$ cat src/rtl/slsi_pkg.sv
// Shared types and constants for the sorted list insert/delete block.
// Used by slsi_ctrl, slsi_dp and sorted_list_insert_delete; no dependencies.
package slsi_pkg;

	localparam int CAPACITY_DEF    = 16;
	localparam int VALUE_WIDTH_DEF = 32;

	typedef enum logic [1:0] {
		ACT_INSERT = 2'd0,
		ACT_DELETE = 2'd1,
		ACT_FLUSH  = 2'd2,
		ACT_DUMP   = 2'd3
	} action_t;

	typedef enum logic [1:0] {
		ST_OK        = 2'd0,
		ST_NOT_FOUND = 2'd1,
		ST_FULL      = 2'd2,
		ST_EMPTY     = 2'd3
	} status_t;

	typedef enum logic [1:0] {
		S_IDLE,
		S_EXEC,
		S_DUMP
	} state_t;

	// controller -> datapath
	typedef struct packed {
		logic capture;    // latch the accepted request
		logic exec;       // run insert/delete/flush/dump start
		logic dump_step;  // emit head entry and rotate
	} cmd_t;

	// datapath -> controller
	typedef struct packed {
		logic out_free;   // result register can take a new result
		logic dump_go;    // latched request is a dump of a non-empty list
		logic dump_last;  // current dump step emits the final entry
	} stat_t;

endpackage

$ cat src/rtl/sorted_list_insert_delete.sv
// Top level of the sorted list insert/delete block: stream ports, controller, datapath.
// Depends on slsi_pkg, slsi_ctrl and slsi_dp.
//
//  Port group   Dir  Contents
//  s_axis       in   request: action, value
//  m_axis       out  result: out_value, status, occupancy; tlast = last of request
//
// Insert, delete and flush are a capture, then one compare-and-shift across all
// cells. A dump is a capture, a setup step, then one entry per cycle by rotating
// the cell array while the output is not stalled. One request in flight; a new
// one is taken while the previous result waits. Output stalls hold the datapath.
// Reset clears the count; entries are not cleared.
module sorted_list_insert_delete #(
	parameter int CAPACITY    = slsi_pkg::CAPACITY_DEF,
	parameter int VALUE_WIDTH = slsi_pkg::VALUE_WIDTH_DEF,
	parameter int OCC_W       = $clog2(CAPACITY + 1),
	parameter int IN_W        = ((2 + VALUE_WIDTH + 7) / 8) * 8,
	parameter int OUT_W       = ((VALUE_WIDTH + 2 + OCC_W + 7) / 8) * 8
) (
	input  logic             clk,
	input  logic             arst_n,
	input  logic             s_tvalid,
	output logic             s_tready,
	input  logic [IN_W-1:0]  s_tdata,   // action[1:0], value
	output logic             m_tvalid,
	input  logic             m_tready,
	output logic [OUT_W-1:0] m_tdata,   // out_value, status[1:0], occupancy
	output logic             m_tlast
);
	import slsi_pkg::*;

	cmd_t                          cmd;
	stat_t                         stat;
	logic signed [VALUE_WIDTH-1:0] out_value;
	status_t                       status;
	logic [OCC_W-1:0]              occupancy;

	slsi_ctrl u_ctrl (
		.clk      (clk),
		.arst_n   (arst_n),
		.s_tvalid (s_tvalid),
		.s_tready (s_tready),
		.stat     (stat),
		.cmd      (cmd)
	);

	slsi_dp #(
		.CAPACITY    (CAPACITY),
		.VALUE_WIDTH (VALUE_WIDTH),
		.CW          (OCC_W)
	) u_dp (
		.clk       (clk),
		.arst_n    (arst_n),
		.action    (action_t'(s_tdata[1:0])),
		.value     (s_tdata[VALUE_WIDTH+1:2]),
		.cmd       (cmd),
		.stat      (stat),
		.out_ready (m_tready),
		.out_valid (m_tvalid),
		.out_value (out_value),
		.status    (status),
		.occupancy (occupancy),
		.last      (m_tlast)
	);

	always_comb begin
		m_tdata = '0;
		m_tdata[VALUE_WIDTH-1:0]                        = out_value;
		m_tdata[VALUE_WIDTH+1:VALUE_WIDTH]              = status;
		m_tdata[VALUE_WIDTH+2+OCC_W-1:VALUE_WIDTH+2]    = occupancy;
	end

endmodule

$ cat src/rtl/slsi_ctrl.sv
// Controller FSM for the sorted list block: sequences capture, execute and dump.
// Depends on slsi_pkg.
module slsi_ctrl (
	input  logic           clk,
	input  logic           arst_n,
	input  logic           s_tvalid,
	output logic           s_tready,
	input  slsi_pkg::stat_t stat,
	output slsi_pkg::cmd_t  cmd
);
	import slsi_pkg::*;

	state_t state_q, state_d;

	always_ff @(posedge clk or negedge arst_n) begin
		if (!arst_n) begin
			state_q <= S_IDLE;
		end else begin
			state_q <= state_d;
		end
	end

	always_comb begin
		state_d = state_q;
		case (state_q)
			S_IDLE: begin
				if (s_tvalid) state_d = S_EXEC;
			end
			S_EXEC: begin
				if (stat.out_free) state_d = stat.dump_go ? S_DUMP : S_IDLE;
			end
			S_DUMP: begin
				if (stat.out_free && stat.dump_last) state_d = S_IDLE;
			end
			default: state_d = S_IDLE;
		endcase
	end

	always_comb begin
		s_tready      = 1'b0;
		cmd           = '0;
		case (state_q)
			S_IDLE: begin
				s_tready    = 1'b1;
				cmd.capture = s_tvalid;
			end
			S_EXEC: begin
				cmd.exec = stat.out_free;
			end
			S_DUMP: begin
				cmd.dump_step = stat.out_free;
			end
			default: begin
				s_tready = 1'b0;
			end
		endcase
	end

	a_exec_in_exec: assert property (@(posedge clk) disable iff (!arst_n)
		cmd.exec |-> state_q == S_EXEC)
		else $error("exec issued outside execute state");

	a_dump_leaves: assert property (@(posedge clk) disable iff (!arst_n)
		(state_q == S_DUMP && cmd.dump_step && stat.dump_last) |=> state_q == S_IDLE)
		else $error("dump did not finish after last entry");

	a_no_accept_busy: assert property (@(posedge clk) disable iff (!arst_n)
		(state_q != S_IDLE) |-> !cmd.capture)
		else $error("request captured while busy");

endmodule

$ cat src/rtl/slsi_dp.sv
// Datapath for the sorted list: compare-and-shift cell array, count, result register.
// Depends on slsi_pkg; driven by slsi_ctrl commands.
module slsi_dp #(
	parameter int CAPACITY    = slsi_pkg::CAPACITY_DEF,
	parameter int VALUE_WIDTH = slsi_pkg::VALUE_WIDTH_DEF,
	parameter int CW          = $clog2(CAPACITY + 1)
) (
	input  logic                          clk,
	input  logic                          arst_n,
	input  slsi_pkg::action_t             action,
	input  logic signed [VALUE_WIDTH-1:0] value,
	input  slsi_pkg::cmd_t                cmd,
	output slsi_pkg::stat_t               stat,
	input  logic                          out_ready,
	output logic                          out_valid,
	output logic signed [VALUE_WIDTH-1:0] out_value,
	output slsi_pkg::status_t             status,
	output logic [CW-1:0]                 occupancy,
	output logic                          last
);
	import slsi_pkg::*;

	localparam int IW = $clog2(CAPACITY);

	action_t                       act_q;
	logic signed [VALUE_WIDTH-1:0] val_q;
	logic signed [VALUE_WIDTH-1:0] ent_q [CAPACITY];
	logic signed [VALUE_WIDTH-1:0] ent_d [CAPACITY];
	logic signed [VALUE_WIDTH-1:0] ins_in [CAPACITY];
	logic signed [VALUE_WIDTH-1:0] del_in [CAPACITY];
	logic signed [VALUE_WIDTH-1:0] rot_in [CAPACITY];
	logic [CW-1:0]                 count_q, count_d;
	logic [IW-1:0]                 idx_q;
	logic [CAPACITY-1:0]           valid, ins_after, lt, eq;
	logic                          full, found;
	logic                          do_ins, do_del;

	logic                          out_valid_q;
	logic signed [VALUE_WIDTH-1:0] out_value_q;
	status_t                       status_q;
	logic [CW-1:0]                 occ_q;
	logic                          last_q;

	always_ff @(posedge clk) begin
		if (cmd.capture) begin
			act_q <= action;
			val_q <= value;
		end
	end

	always_comb begin
		for (int i = 0; i < CAPACITY; i++) begin
			valid[i]     = CW'(i) < count_q;
			ins_after[i] = !valid[i] || (ent_q[i] > val_q);
			lt[i]        = valid[i] && (ent_q[i] < val_q);
			eq[i]        = valid[i] && (ent_q[i] == val_q);
		end
	end

	assign full   = count_q == CW'(CAPACITY);
	assign found  = |eq;
	assign do_ins = cmd.exec && act_q == ACT_INSERT && !full;
	assign do_del = cmd.exec && act_q == ACT_DELETE && found;

	for (genvar i = 0; i < CAPACITY; i++) begin : g_cell
		if (i == 0) begin : g_head
			assign ins_in[i] = val_q;
		end else begin : g_body
			assign ins_in[i] = ins_after[i-1] ? ent_q[i-1] : val_q;
		end
		if (i == CAPACITY - 1) begin : g_tail
			assign del_in[i] = ent_q[i];
			assign rot_in[i] = ent_q[0];
		end else begin : g_mid
			assign del_in[i] = ent_q[i+1];
			assign rot_in[i] = (CW'(i + 1) == count_q) ? ent_q[0] : ent_q[i+1];
		end

		always_comb begin
			ent_d[i] = ent_q[i];
			if (do_ins && ins_after[i]) begin
				ent_d[i] = ins_in[i];
			end else if (do_del && valid[i] && !lt[i]) begin
				ent_d[i] = del_in[i];
			end else if (cmd.dump_step) begin
				ent_d[i] = rot_in[i];
			end
		end
	end

	always_ff @(posedge clk) begin
		for (int i = 0; i < CAPACITY; i++) begin
			ent_q[i] <= ent_d[i];
		end
	end

	always_comb begin
		count_d = count_q;
		if (do_ins) count_d = count_q + CW'(1);
		else if (do_del) count_d = count_q - CW'(1);
		else if (cmd.exec && act_q == ACT_FLUSH) count_d = '0;
	end

	always_ff @(posedge clk or negedge arst_n) begin
		if (!arst_n) begin
			count_q <= '0;
			idx_q   <= '0;
		end else begin
			count_q <= count_d;
			if (cmd.exec) idx_q <= '0;
			else if (cmd.dump_step) idx_q <= idx_q + IW'(1);
		end
	end

	assign stat.out_free  = !out_valid_q || out_ready;
	assign stat.dump_go   = act_q == ACT_DUMP && count_q != '0;
	assign stat.dump_last = (CW'(idx_q) + CW'(1)) == count_q;

	always_ff @(posedge clk or negedge arst_n) begin
		if (!arst_n) begin
			out_valid_q <= 1'b0;
		end else if ((cmd.exec && !stat.dump_go) || cmd.dump_step) begin
			out_valid_q <= 1'b1;
		end else if (out_ready) begin
			out_valid_q <= 1'b0;
		end
	end

	always_ff @(posedge clk) begin
		if (cmd.exec && !stat.dump_go) begin
			out_value_q <= '0;
			occ_q       <= count_d;
			last_q      <= 1'b1;
			case (act_q)
				ACT_INSERT: status_q <= full ? ST_FULL : ST_OK;
				ACT_DELETE: status_q <= found ? ST_OK : ST_NOT_FOUND;
				ACT_FLUSH:  status_q <= ST_OK;
				ACT_DUMP:   status_q <= ST_EMPTY;
				default:    status_q <= ST_OK;
			endcase
		end else if (cmd.dump_step) begin
			out_value_q <= ent_q[0];
			occ_q       <= count_q;
			last_q      <= stat.dump_last;
			status_q    <= ST_OK;
		end
	end

	assign out_valid = out_valid_q;
	assign out_value = out_value_q;
	assign status    = status_q;
	assign occupancy = occ_q;
	assign last      = last_q;

	a_count_bound: assert property (@(posedge clk) disable iff (!arst_n)
		count_q <= CW'(CAPACITY))
		else $error("count exceeds capacity");

	a_full_hold: assert property (@(posedge clk) disable iff (!arst_n)
		(cmd.exec && act_q == ACT_INSERT && full) |=> count_q == $past(count_q))
		else $error("insert into full list changed count");

	a_dump_nonempty: assert property (@(posedge clk) disable iff (!arst_n)
		cmd.dump_step |-> count_q != '0)
		else $error("dump step on empty list");

	a_no_overwrite: assert property (@(posedge clk) disable iff (!arst_n)
		(cmd.exec || cmd.dump_step) |-> (!out_valid_q || out_ready))
		else $error("result overwritten before taken");

endmodule
$ cat config.mk
export PLATFORM = sky130hd
export DESIGN_NAME = sorted_list_insert_delete
export DESIGN_NICKNAME = d
export VERILOG_FILES = /design/src/rtl/slsi_pkg.sv /design/src/rtl/sorted_list_insert_delete.sv /design/src/rtl/slsi_ctrl.sv /design/src/rtl/slsi_dp.sv
export SDC_FILE = /design/constraint.sdc
export NUM_CORES = 2
export LEC_CHECK = 0
export BUFFER_PORTS_ARGS = -buffer_cell sky130_fd_sc_hd__buf_2
export CAP_MARGIN = 20
export CORE_MARGIN = 2
export CORE_UTILIZATION = 35
export CTS_CLUSTER_SIZE = 40
export DETAILED_ROUTE_END_ITERATION = 16
export HOLD_SLACK_MARGIN = 0.03
export SYNTH_ARGS = -nofsm -noshare
export SYNTH_HDL_FRONTEND = slang
export SYNTH_SLANG_ARGS = --single-unit
$ cat constraint.sdc
create_clock -name clk -period 12.7 [get_ports clk]
set_input_delay 0.635 -clock clk [delete_from_list [all_inputs] [get_ports clk]]
set_output_delay 0.635 -clock clk [all_outputs]
set_load 0.02 [all_outputs]
# Word-level counts from Yosys, hierarchy flattened
# Memory sizes are Yosys's and may differ from the RTL's.
# Index checks and enable logic that the tools add are counted.
# Widths: inputs -> output; s select.
[op_classes] addsub=4 order_cmp=48 n_eq_ne=41 n_mux=101 n_reduce_logical=149
[ops] op="$mux 32" n=78
[ops] op="$eq 32x32->1" n=16
[ops] op="$gt 32x32->1" n=16
[ops] op="$lt 32x32->1" n=16
[ops] op="$logic_and 1x1->1" n=88
[ops] op="$eq 4x5->1 const A" n=8
[ops] op="$lt 4x5->1 const A" n=8
[ops] op="$logic_not 1->1" n=35
[ops] op="$mux 5" n=5
[ops] op="$eq 3x5->1 const A" n=4
[ops] op="$lt 3x5->1 const A" n=4
[ops] op="$logic_or 1x1->1" n=18
[ops] op="$reduce_or 16->1" n=1
[ops] op="$mux 2" n=7
[ops] op="$eq 2x5->1 const A" n=2
[ops] op="$lt 1x5->1 const A" n=2
[ops] op="$lt 2x5->1 const A" n=2
[ops] op="$mux 4" n=2
[ops] op="$pmux 2 s4" n=1
[ops] op="$mux 1" n=7
[ops] op="$eq 2x2->1 const B" n=3
[ops] op="$pmux 2 s3" n=1
[ops] op="$reduce_bool 2->1" n=3
[ops] op="$add 4x1->5 const B" n=1
[ops] op="other kinds (12)" n=15
[word_totals] regBits=86 mem_bits_rw=512 inputBits=44 memories=1
[mem_list] memory="u_dp.ent_q" words=16 word_bits=32 read_ports=16 rd_clocked_by_memory_dff=0 wr=16 line_no="slsi_dp.sv:27" text="logic signed [VALUE_WIDTH-1:0] ent_q [CAPACITY];"

# Longest topological paths before layout
[logic_depth] depth_word=9 depth_mapped=14 ltp_nobuf=10

# Cells and area by module
# Synthesis repeated with hierarchy kept, for this count alone.
[unflattened] hier_cells=4760 area_unflattened_um2=48939.4
[by_module_without_submodules] module="slsi_dp" n_inst=1 cells_each=4746 area_each_um2=48816.8 seq_area_each_um2=17516.8
[by_module_without_submodules] module="slsi_ctrl" n_inst=1 cells_each=12 area_each_um2=111.4 seq_area_each_um2=50.0
[by_module_without_submodules] module="sorted_list_insert_delete" n_inst=1 cells_each=2 area_each_um2=11.3 seq_area_each_um2=0.0

# Worst setup path before layout
# No wires, ideal clock.
[synth_timing] path_kind="register -> register" from="register, netlist name u_dp.val_q[30]" to="memory u_dp.ent_q[0][0] (netlist bit), enable pin" setup_time_ns=0.431 arrival_time_ns=4.667 path_slack_ns=7.602 path_stages_with_launch=12 period_less_slack_ns=5.098 path_cell_list="edfxtp_1 clkbuf_1 clkinv_1 ha_1 nand4_1 or4_1 or2_1 o2111ai_2 o41ai_1 clkbuf_1 buf_2 o211ai_1"
[synth_lines] element="to (decl)" line_no="slsi_dp.sv:27"

==> reports/results.ini <==
[synthesis]
synthTopCellsByArea=edfxtp_1 34%, ha_1 13%, mux2i_1 6.1%
synth_common_cells=553 x edfxtp_1, 518 x ha_1, 388 x clkbuf_1, 372 x a21oi_1, 350 x nand2_1
syn_nets=5626
synth_cell_types=86
ys_seq_elements=598
netlist_area_sq_um=48390
synthArstFlopShare=0.02007
synth_area_leader_cell=edfxtp_1
syn-instance-count=5064
synth_ff_type=edfxtp_1
yosys_warnings=0
ys_seq_area_frac=0.3630
syn_avg_cell_area_sq_um=9.556
synth_edf_count=553
yosys.area.top_type_share=0.3432
yosysMostFrequentCell=edfxtp_1

[critical_path]
rrSetupSlack_ns=6.11
critPathBufInv=3
cp_top_family=compound AO/OA/AOI/OAI gates
end_kind=register
slowest_delay_ns=0.88
cp_max_fo=37
cpMaxStageDelayCell=o41a_2
worstPathArrival_ns=6.99
worstSetupPathType=reg -> reg
required_ns=13.11
crit_chain=inv_1 -> ha_1 -> nand4_1 -> nor4_1 -> nand3_1 -> o2111ai_1 -> o41a_2 -> buf_4 -> and2_1 -> buf_4 -> nor4_1 -> a211o_1
cp-start-kind=register

[timing]
relSlewSlack=0.2428
tightest_slew_ns=1.124
skew_ns=0.03137
min_period_ns=6.589
final-hold-violation-count=0
max_freq_mhz=151.8
setup_violations=0
rsz0062_at_grt=no
post-route-period-util=0.5188
fin_tns_setup_ns=0
hold-worst-slack_ns=0.1520
slew_viol_final=0

[clock_tree]
numClockSinks=598
ctsHtreeMaxLevel=3
cts_resized=0
cts_tree=done
cts-buffers-inserted=77
clock-root-buffer=clkbuf_16
worstSkewPairLatency_ns=0.66
clockBufferDepth=3
post_cts_buffers=0
clkTransAtPathRegs_ns=0.06

[floorplanning]
start_util=0.3524
core_area_sq_um=137300
dieArea_sq_um=141200
io_pins=87
die_h_um=375.8
die_x_um=375.8
row_count=136

[finish]
layout-drive-gt1-share=0.1157
nets=5517
final_util=0.3895
seqCellArea_sq_um=17570
n_fill_cell=13360
multiInputGateArea_sq_um=28860
syn2layout_area_growth_pct=10.54

[grt]
grt_pass1_wl_um=253000
antenna_found_initial=6
grt_use_total=0.2314
grt.overflow.total=0
first_global_vias=40470
grt_max_degree=98

[routing]
postRouteAntennaNets=0
wl_per_cell_um=24.83
first_iter_violations=5158
dr_total_vias=42440
firstDrtPassIters=8
routed_wl_um=169100
vias_per_cell=6.231
drc=0

[placement]
port_buffers=79
globalplace.congestion=0.9689
hpwl_um=132000

[pwr]
leakage_nw=20.58
pwr-share-comb=0.447
ir_drop_uv=123.3
cellPowerDensity_nw_per_um2=190.8
pwr-share-seq=0.339
clockPowerShare=0.214
p_int_mw=5.921
switching_share=0.4199
switching_power_mw=4.286

[status]
status=completed

[job]
drv_cap=0

[worst_hold_path]
hold_path.class=in -> reg

-- metrics by stage --
step	cells	power, mW	instance area, sq um	setup WS, ns
floorplan	5064	6.427	48390	7.602
global placement	6657	7.796	50830	6.385
detailed placement	6661	7.947	50890	6.336
CTS	6800	10.15	53310	6.320
global route	6808	10.83	53480	5.907
finish	6810	10.21	53490	6.111
-- repair_timing --
item,4_1_cts,5_1_grt
hold buffers,1,0
endpoints found under the hold margin,12,0
endpoints found under the setup margin,0,0
-- power by group through the flow --
stage,registers (mW),clock network (mW),logic [mW]
2_1_floorplan,3.34,0,3.09
3_3_place_gp,3.46,0,4.33
3_5_place_dp,3.48,0,4.47
4_1_cts,3.44,2.23,4.48
5_1_grt,3.52,2.30,5.02
6_report,3.46,2.18,4.56
-- metal layers --
metal,track usage,part of all wire,wire (um),up-vias
met5,0,0.00085,143,-
met4,0.07631,0.032,5386,12
met3,0.04634,0.089,15040,265
met2,0.3671,0.45,75510,1801
met1,0.3140,0.43,73050,20630
li1,-,-,-,19730
-- kinds of logic (layout without fill, tap and decap cells) --
logic type | count (synthesis) | after routing | synth area share
DFF | 598 | 598 | 0.3630
and+or+nand+nor | 1497 | 1497 | 0.1543
buffers and inverters | 601 | 551 | 0.04791
adders and majority gates | 518 | 518 | 0.1339
xor gates and xnor gates | 4 | 4 | 0.0007241
other | 1 | 3 | 0.00007750
muxes | 423 | 423 | 0.09076
AOI/OAI and AO/OA | 1422 | 1422 | 0.2093
-- worst paths after layout --
path | startpoint | endpoint | cells past startpoint
max | u_dp.val_q[14]$_DFFE_PP_ | u_dp.ent_q[1][200]$_DFFE_PP_ | 12
min | s_tdata[28] | u_dp.val_q[26]$_DFFE_PP_ | 1
max in group asynchronous | arst_n | u_dp.count_q[4]$_DFF_PN0_ | 2
min in group asynchronous | arst_n | u_dp.out_valid$_DFFE_PN0P_ | 2
min reg2reg | u_dp.out_value[17]$_SDFFE_PP0P_ | u_dp.out_value[17]$_SDFFE_PP0P_ | 2
max reg2reg | u_dp.val_q[14]$_DFFE_PP_ | u_dp.ent_q[1][200]$_DFFE_PP_ | 12
-- final cells by class --
class,count,area share
clock buffer,112,0.04023
multi-input combinational,3865,0.5396
timing repair buffer,241,0.03273
sequential,598,0.3284
inverter,172,0.01207
clock inverter,26,0.004912
antenna,2,0.00009357
tap,1794,0.04196
-- sequential cells by signal, indices dropped and copies added, names as in the netlist --
| name | cells |
|---|---|
| u_dp.out_value | 32 |
| u_ctrl.state_q | 2 |
| u_dp.idx_q | 4 |
| u_dp.val_q | 32 |
| u_dp.status | 2 |
| u_dp.count_q | 5 |
| u_dp.act_q | 2 |
| u_dp.occupancy | 5 |
| u_dp.ent_q | 512 |
| u_dp.last | 1 |
| u_dp.out_valid | 1 |
-- worst reg2reg max path: cells and delay by family (launching register included) --
family / cells / cell delay (ns)
buffers and inverters: 3 / 1.66
adder cells (fa/ha/maj): 1 / 0.54
flip-flops: 1 / 0.80
AO/OA/AOI/OAI: 3 / 1.69
AND/OR/NAND/NOR: 5 / 1.66
-- placed cells by master, fill, tap and decap left out, types with 12 or more instances in the layout --
cell       instances
buf_4            149
o2111a_1          32
o211ai_1         123
nand3_1          174
mux2i_1          297
nand2b_1          16
a21o_1            44
ha_1             518
nor2b_1           26
nand2_1          347
edfxtp_1         553
and2_1            43
clkbuf_16         80
o31ai_1           38
a211o_1          100
inv_1            171
clkbuf_1          29
a221oi_1          40
nor2_1           316
dfxtp_1           33
buf_2             80
nand3b_1          35
a221o_1           69
nor3_1           103
or3_1             14
nand4_1          201
a31oi_1           76
a21boi_0          14
o211a_1           12
a211oi_1          76
o221ai_1          96
a21oi_1          367
o21ai_0          169
o221a_2           32
nor4_1           140
o21a_1            16
a311o_1           32
mux2_2           126
No activity file was read; power rests on OpenSTA's default activity.
